==> src/rtl/mcrt_pkg.sv <==
`timescale 1ns / 1ps
`default_nettype none
// ----------------------------------------------------------------------------
// mcrt_pkg
// Shared types and constants for the multi-channel reload timer.
// ----------------------------------------------------------------------------
package mcrt_pkg;

  // Fixed port field widths
  localparam int OP_W     = 2;
  localparam int CHAN_W   = 4;
  localparam int TAG_W    = 8;
  localparam int VAL_W    = 16;
  localparam int HANDLE_W = 4;

  // Operation codes
  typedef enum logic [OP_W-1:0] {
    OP_CREATE = 2'd0,
    OP_ENABLE = 2'd1,
    OP_SCHED  = 2'd2,
    OP_TICK   = 2'd3
  } op_t;

  // Sequencer states
  typedef enum logic [1:0] {
    ST_IDLE,
    ST_RELOAD,
    ST_WALK,
    ST_FLUSH
  } state_t;

endpackage : mcrt_pkg
`default_nettype wire

==> src/rtl/multi_channel_reload_timer.sv <==
`timescale 1ns / 1ps
`default_nettype none
// Reporting: create, disable, schedule and errors report in the cycle after accept;
//   enable first reads the reload value, then reports from ST_RELOAD.
// Acceptance: one command per cycle while idle, except enable (busy in ST_RELOAD) and tick,
//   which walks one entry per cycle in ST_WALK and stays busy through ST_FLUSH.
// Results are single-cycle strobes (no stall). Reset empties the table, clears
//   enables and the ticker and sets lazy_mode; the memories are not cleared.
// ----------------------------------------------------------------------------
// multi_channel_reload_timer
// Table of periodic / one-shot timer channels held in two synchronous
// memories; ticks are processed by a read-modify-write walk over the table.
// ----------------------------------------------------------------------------
module multi_channel_reload_timer #(
  parameter int NUM_CHANNELS = 16,
  parameter int COUNT_WIDTH  = 16
) (
  input  wire                            clk,
  input  wire                            rst_n,
  // configuration
  input  wire                            cfg_we,
  input  wire                            cfg_data,
  // command
  input  wire                            start,
  output logic                           busy,
  input  wire  [mcrt_pkg::OP_W-1:0]      in_op,
  input  wire  [mcrt_pkg::CHAN_W-1:0]    in_channel,
  input  wire  [mcrt_pkg::TAG_W-1:0]     in_task_tag,
  input  wire  [mcrt_pkg::VAL_W-1:0]     in_count_value,
  input  wire                            in_enable,
  // results
  output logic                           out_valid,
  output logic [mcrt_pkg::HANDLE_W-1:0]  out_handle,
  output logic                           out_fired,
  output logic [mcrt_pkg::TAG_W-1:0]     out_fired_task,
  output logic                           out_busy_event,
  output logic                           out_idle_event,
  output logic                           out_error,
  output logic                           out_last
);
  import mcrt_pkg::*;

  localparam int CH_W  = (NUM_CHANNELS > 1) ? $clog2(NUM_CHANNELS) : 1;
  localparam int CNT_W = $clog2(NUM_CHANNELS + 1);
  localparam int ENT_W = TAG_W + COUNT_WIDTH;

  // Control state
  state_t                  state_r, state_nxt;
  logic [CNT_W-1:0]        count_r, count_nxt;
  logic [NUM_CHANNELS-1:0] on_r, on_nxt;
  logic                    active_r, active_nxt;
  logic                    lazy_r, lazy_nxt;
  logic [CH_W-1:0]         idx_r, idx_nxt;
  logic                    acc_r, acc_nxt;
  logic                    pend_valid_r, pend_valid_nxt;
  logic [CH_W-1:0]         pend_idx_r, pend_idx_nxt;
  logic [TAG_W-1:0]        pend_task_r, pend_task_nxt;

  // Result register
  logic                    out_valid_r, out_valid_nxt;
  logic [HANDLE_W-1:0]     out_handle_r, out_handle_nxt;
  logic                    out_fired_r, out_fired_nxt;
  logic [TAG_W-1:0]        out_task_r, out_task_nxt;
  logic                    out_busy_r, out_busy_nxt;
  logic                    out_idle_r, out_idle_nxt;
  logic                    out_error_r, out_error_nxt;
  logic                    out_last_r, out_last_nxt;

  // Memories: current count, and {task, reload} per channel
  logic [COUNT_WIDTH-1:0]  now_mem [NUM_CHANNELS];
  logic [ENT_W-1:0]        ent_mem [NUM_CHANNELS];
  logic [COUNT_WIDTH-1:0]  now_rdata;
  logic [ENT_W-1:0]        ent_rdata;
  logic                    mem_re;
  logic [CH_W-1:0]         mem_raddr;
  logic                    now_we;
  logic [CH_W-1:0]         now_waddr;
  logic [COUNT_WIDTH-1:0]  now_wdata;
  logic                    ent_we;
  logic [CH_W-1:0]         ent_waddr;
  logic [ENT_W-1:0]        ent_wdata;

  // Read-data fields
  logic [TAG_W-1:0]        rd_task;
  logic [COUNT_WIDTH-1:0]  rd_reload;

  assign rd_task   = ent_rdata[ENT_W-1 -: TAG_W];
  assign rd_reload = ent_rdata[COUNT_WIDTH-1:0];

  assign busy           = (state_r != ST_IDLE);
  assign out_valid      = out_valid_r;
  assign out_handle     = out_handle_r;
  assign out_fired      = out_fired_r;
  assign out_fired_task = out_task_r;
  assign out_busy_event = out_busy_r;
  assign out_idle_event = out_idle_r;
  assign out_error      = out_error_r;
  assign out_last       = out_last_r;

  // Memory ports
  always_ff @(posedge clk) begin
    if (now_we) begin
      now_mem[now_waddr] <= now_wdata;
    end
    if (ent_we) begin
      ent_mem[ent_waddr] <= ent_wdata;
    end
    if (mem_re) begin
      now_rdata <= now_mem[mem_raddr];
      ent_rdata <= ent_mem[mem_raddr];
    end
  end

  // Next state, memory access and result
  always_comb begin
    logic [COUNT_WIDTH-1:0] cv;
    logic [CH_W-1:0]        ch_i;
    logic                   ch_bad;
    logic                   full;
    logic                   cur_on;
    logic [COUNT_WIDTH-1:0] cnt_dec;
    logic                   hit;
    logic                   still_on;
    logic                   walk_last;

    cv        = COUNT_WIDTH'(in_count_value);
    ch_i      = CH_W'(in_channel);
    ch_bad    = (32'(in_channel) >= 32'(count_r));
    full      = (count_r == CNT_W'(NUM_CHANNELS));
    cur_on    = on_r[idx_r];
    cnt_dec   = (now_rdata != '0) ? (now_rdata - COUNT_WIDTH'(1)) : now_rdata;
    hit       = cur_on && (cnt_dec == '0);
    still_on  = cur_on && !(hit && (rd_reload == '0));
    walk_last = ((CNT_W'(idx_r) + CNT_W'(1)) == count_r);

    state_nxt      = state_r;
    count_nxt      = count_r;
    on_nxt         = on_r;
    active_nxt     = active_r;
    lazy_nxt       = cfg_we ? cfg_data : lazy_r;
    idx_nxt        = idx_r;
    acc_nxt        = acc_r;
    pend_valid_nxt = pend_valid_r;
    pend_idx_nxt   = pend_idx_r;
    pend_task_nxt  = pend_task_r;

    out_valid_nxt  = 1'b0;
    out_handle_nxt = '0;
    out_fired_nxt  = 1'b0;
    out_task_nxt   = '0;
    out_busy_nxt   = 1'b0;
    out_idle_nxt   = 1'b0;
    out_error_nxt  = 1'b0;
    out_last_nxt   = 1'b0;

    mem_re    = 1'b0;
    mem_raddr = '0;
    now_we    = 1'b0;
    now_waddr = '0;
    now_wdata = '0;
    ent_we    = 1'b0;
    ent_waddr = '0;
    ent_wdata = '0;

    unique case (state_r)
      ST_IDLE: begin
        if (start) begin
          unique case (op_t'(in_op))
            OP_CREATE: begin
              out_valid_nxt = 1'b1;
              out_last_nxt  = 1'b1;
              if (full) begin
                out_error_nxt = 1'b1;
              end else begin
                now_we    = 1'b1;
                now_waddr = CH_W'(count_r);
                now_wdata = cv;
                ent_we    = 1'b1;
                ent_waddr = CH_W'(count_r);
                ent_wdata = {in_task_tag, cv};
                on_nxt[CH_W'(count_r)] = (cv != '0) && in_enable;
                count_nxt      = count_r + CNT_W'(1);
                out_handle_nxt = HANDLE_W'(count_r);
                if ((cv != '0) && in_enable) begin
                  out_busy_nxt = lazy_r && !active_r;
                  active_nxt   = 1'b1;
                end
              end
            end
            OP_ENABLE: begin
              if (ch_bad) begin
                out_valid_nxt = 1'b1;
                out_last_nxt  = 1'b1;
                out_error_nxt = 1'b1;
              end else if (in_enable) begin
                // fetch reload value, write it back next cycle
                mem_re    = 1'b1;
                mem_raddr = ch_i;
                idx_nxt   = ch_i;
                state_nxt = ST_RELOAD;
              end else begin
                on_nxt[ch_i]   = 1'b0;
                out_valid_nxt  = 1'b1;
                out_last_nxt   = 1'b1;
                out_handle_nxt = in_channel;
              end
            end
            OP_SCHED: begin
              out_valid_nxt = 1'b1;
              out_last_nxt  = 1'b1;
              if (ch_bad) begin
                out_error_nxt = 1'b1;
              end else begin
                now_we         = 1'b1;
                now_waddr      = ch_i;
                now_wdata      = cv;
                on_nxt[ch_i]   = 1'b1;
                out_handle_nxt = in_channel;
                out_busy_nxt   = lazy_r && !active_r;
                active_nxt     = 1'b1;
              end
            end
            OP_TICK: begin
              acc_nxt        = 1'b0;
              pend_valid_nxt = 1'b0;
              if (lazy_r && !active_r) begin
                // ignored tick
                out_valid_nxt = 1'b1;
                out_last_nxt  = 1'b1;
              end else if (count_r == '0) begin
                state_nxt = ST_FLUSH;
              end else begin
                mem_re    = 1'b1;
                mem_raddr = '0;
                idx_nxt   = '0;
                state_nxt = ST_WALK;
              end
            end
            default: begin
              state_nxt = ST_IDLE;
            end
          endcase
        end
      end

      ST_RELOAD: begin
        now_we         = 1'b1;
        now_waddr      = idx_r;
        now_wdata      = rd_reload;
        on_nxt[idx_r]  = 1'b1;
        out_valid_nxt  = 1'b1;
        out_last_nxt   = 1'b1;
        out_handle_nxt = HANDLE_W'(idx_r);
        out_busy_nxt   = lazy_r && !active_r;
        active_nxt     = 1'b1;
        state_nxt      = ST_IDLE;
      end

      ST_WALK: begin
        // count down entry idx_r, reload or stop on expiry
        if (cur_on) begin
          now_we    = 1'b1;
          now_waddr = idx_r;
          now_wdata = (hit && (rd_reload != '0)) ? rd_reload : cnt_dec;
        end
        if (hit && (rd_reload == '0)) begin
          on_nxt[idx_r] = 1'b0;
        end
        acc_nxt = acc_r || still_on;
        // a new expiry releases the one held back
        if (hit) begin
          if (pend_valid_r) begin
            out_valid_nxt  = 1'b1;
            out_fired_nxt  = 1'b1;
            out_handle_nxt = HANDLE_W'(pend_idx_r);
            out_task_nxt   = pend_task_r;
          end
          pend_valid_nxt = 1'b1;
          pend_idx_nxt   = idx_r;
          pend_task_nxt  = rd_task;
        end
        if (walk_last) begin
          state_nxt = ST_FLUSH;
        end else begin
          mem_re    = 1'b1;
          mem_raddr = idx_r + CH_W'(1);
          idx_nxt   = idx_r + CH_W'(1);
        end
      end

      ST_FLUSH: begin
        // final result of the tick carries last and the idle event
        active_nxt    = acc_r;
        out_valid_nxt = 1'b1;
        out_last_nxt  = 1'b1;
        out_idle_nxt  = lazy_r && !acc_r;
        if (pend_valid_r) begin
          out_fired_nxt  = 1'b1;
          out_handle_nxt = HANDLE_W'(pend_idx_r);
          out_task_nxt   = pend_task_r;
        end
        pend_valid_nxt = 1'b0;
        state_nxt      = ST_IDLE;
      end

      default: begin
        state_nxt = ST_IDLE;
      end
    endcase
  end

  // Control registers
  always_ff @(posedge clk) begin
    if (!rst_n) begin
      state_r      <= ST_IDLE;
      count_r      <= '0;
      on_r         <= '0;
      active_r     <= 1'b0;
      lazy_r       <= 1'b1;
      pend_valid_r <= 1'b0;
      out_valid_r  <= 1'b0;
    end else begin
      state_r      <= state_nxt;
      count_r      <= count_nxt;
      on_r         <= on_nxt;
      active_r     <= active_nxt;
      lazy_r       <= lazy_nxt;
      pend_valid_r <= pend_valid_nxt;
      out_valid_r  <= out_valid_nxt;
    end
  end

  // Payload registers
  always_ff @(posedge clk) begin
    idx_r        <= idx_nxt;
    acc_r        <= acc_nxt;
    pend_idx_r   <= pend_idx_nxt;
    pend_task_r  <= pend_task_nxt;
    out_handle_r <= out_handle_nxt;
    out_fired_r  <= out_fired_nxt;
    out_task_r   <= out_task_nxt;
    out_busy_r   <= out_busy_nxt;
    out_idle_r   <= out_idle_nxt;
    out_error_r  <= out_error_nxt;
    out_last_r   <= out_last_nxt;
  end

  // Assertions
  a_reload_reports: assert property (@(posedge clk) disable iff (!rst_n)
    (state_r == ST_RELOAD) |=> (out_valid && out_last && (state_r == ST_IDLE)))
    else $error("reload step did not report a final transaction");

  a_flush_reports: assert property (@(posedge clk) disable iff (!rst_n)
    (state_r == ST_FLUSH) |=> (out_valid && out_last && (state_r == ST_IDLE)))
    else $error("tick did not end with a final transaction");

  a_count_bound: assert property (@(posedge clk) disable iff (!rst_n)
    (32'(count_r) <= NUM_CHANNELS))
    else $error("channel count beyond table size");

  a_idle_on_last: assert property (@(posedge clk) disable iff (!rst_n)
    (out_valid && out_idle_event) |-> (out_last && !out_error))
    else $error("idle event off the final transaction");

  a_fire_clean: assert property (@(posedge clk) disable iff (!rst_n)
    (out_valid && out_fired) |-> (!out_error && !out_busy_event))
    else $error("fired transaction carries error or busy event");

endmodule : multi_channel_reload_timer
`default_nettype wire

==> config.mk <==
export PLATFORM = sky130hd
export DESIGN_NAME = multi_channel_reload_timer
export DESIGN_NICKNAME = d
export VERILOG_FILES = /design/src/rtl/mcrt_pkg.sv /design/src/rtl/multi_channel_reload_timer.sv
export SDC_FILE = /design/constraint.sdc
export NUM_CORES = 1
export LEC_CHECK = 0
export BUFFER_PORTS_ARGS = -buffer_cell sky130_fd_sc_hd__buf_4
export CAP_MARGIN = 20
export CORE_MARGIN = 5
export CORE_UTILIZATION = 36
export CTS_BUF_LIST = sky130_fd_sc_hd__clkbuf_8
export DETAILED_ROUTE_END_ITERATION = 8
export MAX_ROUTING_LAYER = met4
export RECOVER_POWER = 50
export REMOVE_ABC_BUFFERS = 1
export SYNTH_ARGS = -nofsm -noshare
export SYNTH_HDL_FRONTEND = slang
export SYNTH_SLANG_ARGS = --single-unit
==> constraint.sdc <==
create_clock -name clk -period 13.3 [get_ports clk]
set_clock_uncertainty 0.05 [all_clocks]
set_input_delay 2.66 -clock clk [delete_from_list [all_inputs] [get_ports clk]]
set_output_delay 2.66 -clock clk [all_outputs]
set_load 0.01 [all_outputs]
Word-level counts from Yosys, hierarchy flattened
Memory sizes are Yosys's and may differ from the RTL's. A register that Yosys moved wholly into a read port is not among the register bits.
Cells that the tools add are included.
W data, S select, Z words.
{"block": "totals", "reg_bits": 61, "ramBits": 640, "inputBits": 36, "output_inout_bits": 19, "word_cells": 223, "mem_count": 2}
{"memory": "ent_mem", "depth": 16, "width": 24, "read_ports": 1, "rd_clocked_by_memory_dff": 1, "wr": 1, "line": "multi_channel_reload_timer.sv:71", "rtl": "logic [ENT_W-1:0] ent_mem [NUM_CHANNELS];"}
{"memory": "now_mem", "depth": 16, "width": 16, "read_ports": 1, "rd_clocked_by_memory_dff": 1, "wr": 1, "line": "multi_channel_reload_timer.sv:70", "rtl": "logic [COUNT_WIDTH-1:0] now_mem [NUM_CHANNELS];"}
{"block": "op_classes", "n_addsub": 4, "magnitude_cmp": 7, "eq_ne": 25, "muxes": 121, "bitwise": 7, "n_reduce_logical": 39}
{"cell": "$mux W16", "n": 12}
{"cell": "$pmux W16 S3", "n": 3}
{"cell": "$mux W24", "n": 4}
{"cell": "$mux W4", "n": 23}
{"cell": "$reduce_bool A16 Y1", "n": 3}
{"cell": "$mux W1", "n": 41}
{"cell": "$and A16 B16 Y16", "n": 2}
{"cell": "$logic_not A16 Y1", "n": 2}
{"cell": "$not A16 Y16", "n": 2}
{"cell": "$or A16 B16 Y16", "n": 2}
{"cell": "$pmux W16 S2", "n": 1}
{"cell": "$pmux W4 S2", "n": 4}
{"cell": "$ne A3 B3 Y1 const B", "n": 8}
{"cell": "$pmux W4 S3", "n": 2}
{"cell": "$pmux W1 S2", "n": 10}
{"cell": "$bwmux W16", "n": 1}
{"cell": "$mux W8", "n": 2}
{"cell": "$pmux W4 S4", "n": 1}
{"cell": "$pmux W8 S2", "n": 1}
{"cell": "$reduce_and A8 Y1", "n": 2}
{"cell": "$sub A16 B1 Y16 const B", "n": 1}
{"cell": "$lt A4 B5 Y1 const B", "n": 3}
{"cell": "$pmux W1 S3", "n": 5}
{"cell": "$demux W1 S4", "n": 3}
{"cell": "other kinds (30)", "n": 65}

Depth between registers and ports, before layout
{"block": "logic_depth", "depth_word": 11, "mapped_depth": 13, "ltp_nobuf": 9}

Worst setup path after synthesis
OpenSTA, ideal clock, no wires.
{"block": "synth_timing", "kind": "in2reg", "from": "in in_op[0] (netlist name)", "to": "mem ent_mem[8][0] (netlist name), enable pin", "setup_ns": 0.466, "t_arrival_ns": 5.644, "required_ns": 12.784, "setup_slack_ns": 7.140, "stages": 5, "path_buffers": 1, "cell_sequence": "inv_1 ha_1 clkbuf_1 nand2_1 nor4_1"}
{"block": "synth_between", "elab_chain_cells": 6, "word_cells_on_any_way": 9, "classes_between": "mux (8); reduce/logical (1)"}
{"element": "start, declared", "line": "multi_channel_reload_timer.sv:26", "rtl": "input wire [mcrt_pkg::OP_W-1:0] in_op,"}
{"element": "$logic_not A2 Y1 *", "line": "multi_channel_reload_timer.sv:168", "rtl": "unique case (op_t'(in_op))"}
{"element": "$mux W1", "line": "multi_channel_reload_timer.sv:168"}
{"element": "$mux W1", "line": "multi_channel_reload_timer.sv:167", "rtl": "if (start) begin"}
{"element": "$mux W1", "line": "multi_channel_reload_timer.sv:165", "rtl": "unique case (state_r)"}
{"element": "$mux W1", "line": "multi_channel_reload_timer.sv:105", "rtl": "if (ent_we) begin"}
{"element": "$mux W1 (implied by the code)", "line": "multi_channel_reload_timer.sv:106", "rtl": "ent_mem[ent_waddr] <= ent_wdata;"}
{"element": "end, declared", "line": "multi_channel_reload_timer.sv:71"}
Every way passes the cells marked *; elsewhere a longest branch is shown, timed or not.

Final worst setup path
{"block": "layout_timing", "from": "in in_channel[0] (netlist name)", "to": "reg ent_rdata[7] (read register of ent_mem), enable pin"}
{"block": "layout_between", "elab_chain_cells": 5, "word_cells_on_any_way": 10, "classes_between": "order compare (1); mux (9)"}
{"element": "start, declared", "line": "multi_channel_reload_timer.sv:27", "rtl": "input wire [mcrt_pkg::CHAN_W-1:0] in_channel,"}
{"element": "$ge A4 B5 Y1", "line": "multi_channel_reload_timer.sv:128", "rtl": "ch_bad = (32'(in_channel) >= 32'(count_r));"}
{"element": "$mux W1", "line": "multi_channel_reload_timer.sv:191", "rtl": "if (ch_bad) begin"}
{"element": "$pmux W1 S2", "line": "multi_channel_reload_timer.sv:168"}
{"element": "$mux W1", "line": "multi_channel_reload_timer.sv:167"}
{"element": "$pmux W1 S2", "line": "multi_channel_reload_timer.sv:165"}
{"element": "net mem_re", "line": "multi_channel_reload_timer.sv:74", "rtl": "logic mem_re;"}
{"element": "end, declared", "line": "multi_channel_reload_timer.sv:73", "rtl": "logic [ENT_W-1:0] ent_rdata;"}
The timed path passes the listed nets, and every way through them passes these cells.
A chain may end at the register's enable or synchronous reset.

==> impl_metrics.json <==
{
  "outcome": "finished, violations left",
  "clock-sinks": 741,
  "crit_chain": "clkbuf_1 > inv_1 > ha_1 > nor3b_1 > o21a_1 > o211ai_1 > clkbuf_1 > o21ai_0 > o211ai_1 > nand2_2 > clkbuf_1",
  "syn_inst": 2853,
  "wl_met1_mm": 44.4,
  "synth.cell_area_um2": 34300,
  "io_pins": 55,
  "die_h_um": 319,
  "cp_data_arrival_time_ns": 8.49,
  "finalMaxSlewViolations": 451,
  "drive_above_1_share": 0.0970,
  "cp_slowest_cell": "clkbuf_1",
  "wl_met2_mm": 46.2,
  "seq_area_frac_synth": 0.636,
  "fin_cells": 4188,
  "seq_power_share": 0.446,
  "setup_viol": 0,
  "power_leakage_nw": 12.8,
  "routed_wl_mm": 101,
  "yosysTopAreaCellShare": 0.610,
  "via_count": 24300,
  "synth_flop_cell": "edfxtp_1",
  "die_w_um": 319,
  "grt_pass1_wl_mm": 151,
  "post-place-ws_ns": 6.49,
  "fin_ws_ns": 5.01,
  "startpoint": "in_channel[0]",
  "critPathTopFamily": "buffers and inverters",
  "rows": 113,
  "p_comb_frac": 0.266,
  "fin_crit_ns": 8.29,
  "fin_nets": 2878,
  "vias_per_cell": 5.80,
  "antenna_found_initial": 7,
  "track_usage": 0.196,
  "synth_edf_count": 697,
  "wl_met3_mm": 7.57,
  "cts_max_path_buffers": 3,
  "holdWs_ns": 0.388,
  "fmax_mhz": 121,
  "hold_viol": 0,
  "die_area_um2": 102000,
  "fin_total_pwr_mw": 6.57,
  "worstSetupEndpoint": "ent_rdata[7]",
  "clock_power_share": 0.288,
  "critPathKind": "in2reg",
  "dp.cells": 3960,
  "hpwl_mm": 50.7,
  "switching_power_mw": 2.25,
  "crit_top_cell": "clkbuf_1",
  "crit_cells": 11,
  "first_iter_violations": 2450,
  "r2r-end": "ent_rdata[7]",
  "cts_tree": "done",
  "cp_num_buf_inv": 4,
  "synthTopCellsByCount": "edfxtp_1 (697), o211ai_1 (652), inv_1 (338), clkbuf_1 (248), a21oi_1 (228)",
  "min_period_over_period": 0.623,
  "syn_to_final_growth_pct": 11.3,
  "hold_path.class": "reg2reg",
  "synthTopCellsByArea": "edfxtp_1 (61%), o211ai_1 (14%), inv_1 (3.7%), a21oi_1 (3.3%), clkbuf_1 (2.7%)",
  "rsz0062_at_grt": "false",
  "crit_path_max_incr_delay_ns": 2.66,
  "switching_share": 0.342,
  "grt_overflow": 0,
  "slew_headroom": -1.53,
  "insertion_delay_ns": 0.76,
  "failed_checks": "capacitance limit, slew limit",
  "critPathLaunchType": "primary input",
  "end_kind": "register",
  "start_util": 0.362,
  "grt_max_degree": 205,
  "yosysUniqueCellTypes": 78,
  "yosys_warnings": 0,
  "drcViolationCount": 0,
  "p_per_area_nw_per_um2": 172,
  "cp.required_ns": 13.50,
  "clk_pin_slew_worst_paths_ns": 0.06,
  "wl_per_cell_um": 24.1,
  "post-cts-setup-buffers": 0,
  "io_buffers": 54,
  "root_buffer": "clkbuf_8",
  "async_flop_share": 0,
  "post_cts_resized": 0,
  "ff2ff_path_depth": 10,
  "place.gp.congestion": 0.859,
  "dr.pass1.iters": 6,
  "syn_area_per_cell_um2": 12.0,
  "cts-hold-fix-buffers": 0,
  "cts_inserted_buffers": 121,
  "synth_seq_cells": 741,
  "reg2reg_slack_ns": 7.21,
  "tns_ns": 0,
  "htreeDepth": 3,
  "ir_worst_vdd_v": 0.000172,
  "highest_layer": "met4",
  "maxCapViolCount": 17,
  "tightestPinTransition_ns": 3.79,
  "grt_pass1_vias": 23300,
  "internal_power_mw": 4.32,
  "r2r-start": "count_r[1]",
  "ant_nets": 0,
  "synth_most_common_cell": "edfxtp_1",
  "yosysTopAreaCell": "edfxtp_1",
  "core_um2": 94700,
  "cp_max_fo": 40
}
==> flip-flops by register name, indices dropped and copies added, names as in the netlist, 2 cells and up, named ones only <==
register        cells
now_rdata          16
ent_rdata          24
out_fired_task      8
idx_r               4
state_r             2
count_r             5
ent_mem           384
out_handle          4
pend_task_r         8
now_mem           256
pend_idx_r          4
==> layout by cell type (no fill, tap or decap), types with 15 or more instances in the layout <==
master / synthesis / layout
clkbuf_1: 248 / 37
nand3_1: 37 / 37
clkbuf_8: 0 / 121
clkinv_1: 4 / 39
inv_1: 338 / 377
ha_1: 22 / 22
edfxtp_1: 697 / 697
o21ai_0: 36 / 36
nor2_2: 0 / 15
nor2_1: 81 / 56
a21oi_1: 228 / 225
o211ai_1: 652 / 652
and3_1: 28 / 28
a22oi_1: 18 / 18
nor4_1: 66 / 73
mux2i_1: 19 / 19
nor3_1: 20 / 20
o22ai_1: 18 / 18
buf_4: 0 / 67
nand2_1: 70 / 68
dfxtp_1: 44 / 44
==> power groups by stage <==
stage	Clock (mW)	Sequential (mW)	Combinational (mW)
2_1_floorplan	0	2.92	1.23
3_3_place_gp	0	2.97	1.74
3_5_place_dp	0	2.97	1.76
4_1_cts	1.93	2.92	1.76
5_1_grt	2.05	2.94	1.89
6_report	1.89	2.93	1.75
==> how the worst min path moves through the flow <==
stage                         from                end  slack, ns  cells past startpoint
finish              pend_task_r[2]  out_fired_task[2]       0.39                      1
global route         ent_rdata[22]     pend_task_r[6]       0.41                      0
CTS                 pend_task_r[2]  out_fired_task[2]       0.39                      1
detailed placement  pend_task_r[2]  out_fired_task[2]       0.38                      1
global placement    pend_task_r[1]  out_fired_task[1]       0.38                      1
floorplan            ent_rdata[16]     pend_task_r[0]       0.35                      0
==> kinds of logic after synthesis <==
kind of cell / share of synthesized area
simple gates: 0.0624
compound gates: 0.212
buf+inv: 0.0676
fa+ha+maj: 0.00802
mux: 0.00817
flops: 0.636
xor+xnor: 0.00551
==> layer usage <==
layer	up-vias	global-route usage
li1	11000	-
met1	12100	0.274
met2	1005	0.294
met3	177	0.0339
met4	0	0.0640
met5	-	-
==> area by class of cell <==
class,instances,area [µm²]
tap,1265,1580
clock buffer,121,1670
fill,8935,56600
sequential,741,21800
antenna,6,15.0
inverter,342,1280
clock inverter,99,619
timing repair buffer,113,840
multi-input combinational,1501,10300
==> per-stage QoR <==
step	utilization	area [µm²]
6_report	0.403	38200
3_5_place_dp	0.381	36100
3_3_place_gp	0.380	36000
5_1_grt	0.403	38200
4_1_cts	0.405	38400
2_1_floorplan	-	33300
No activity file was read; power rests on OpenSTA's default activity.
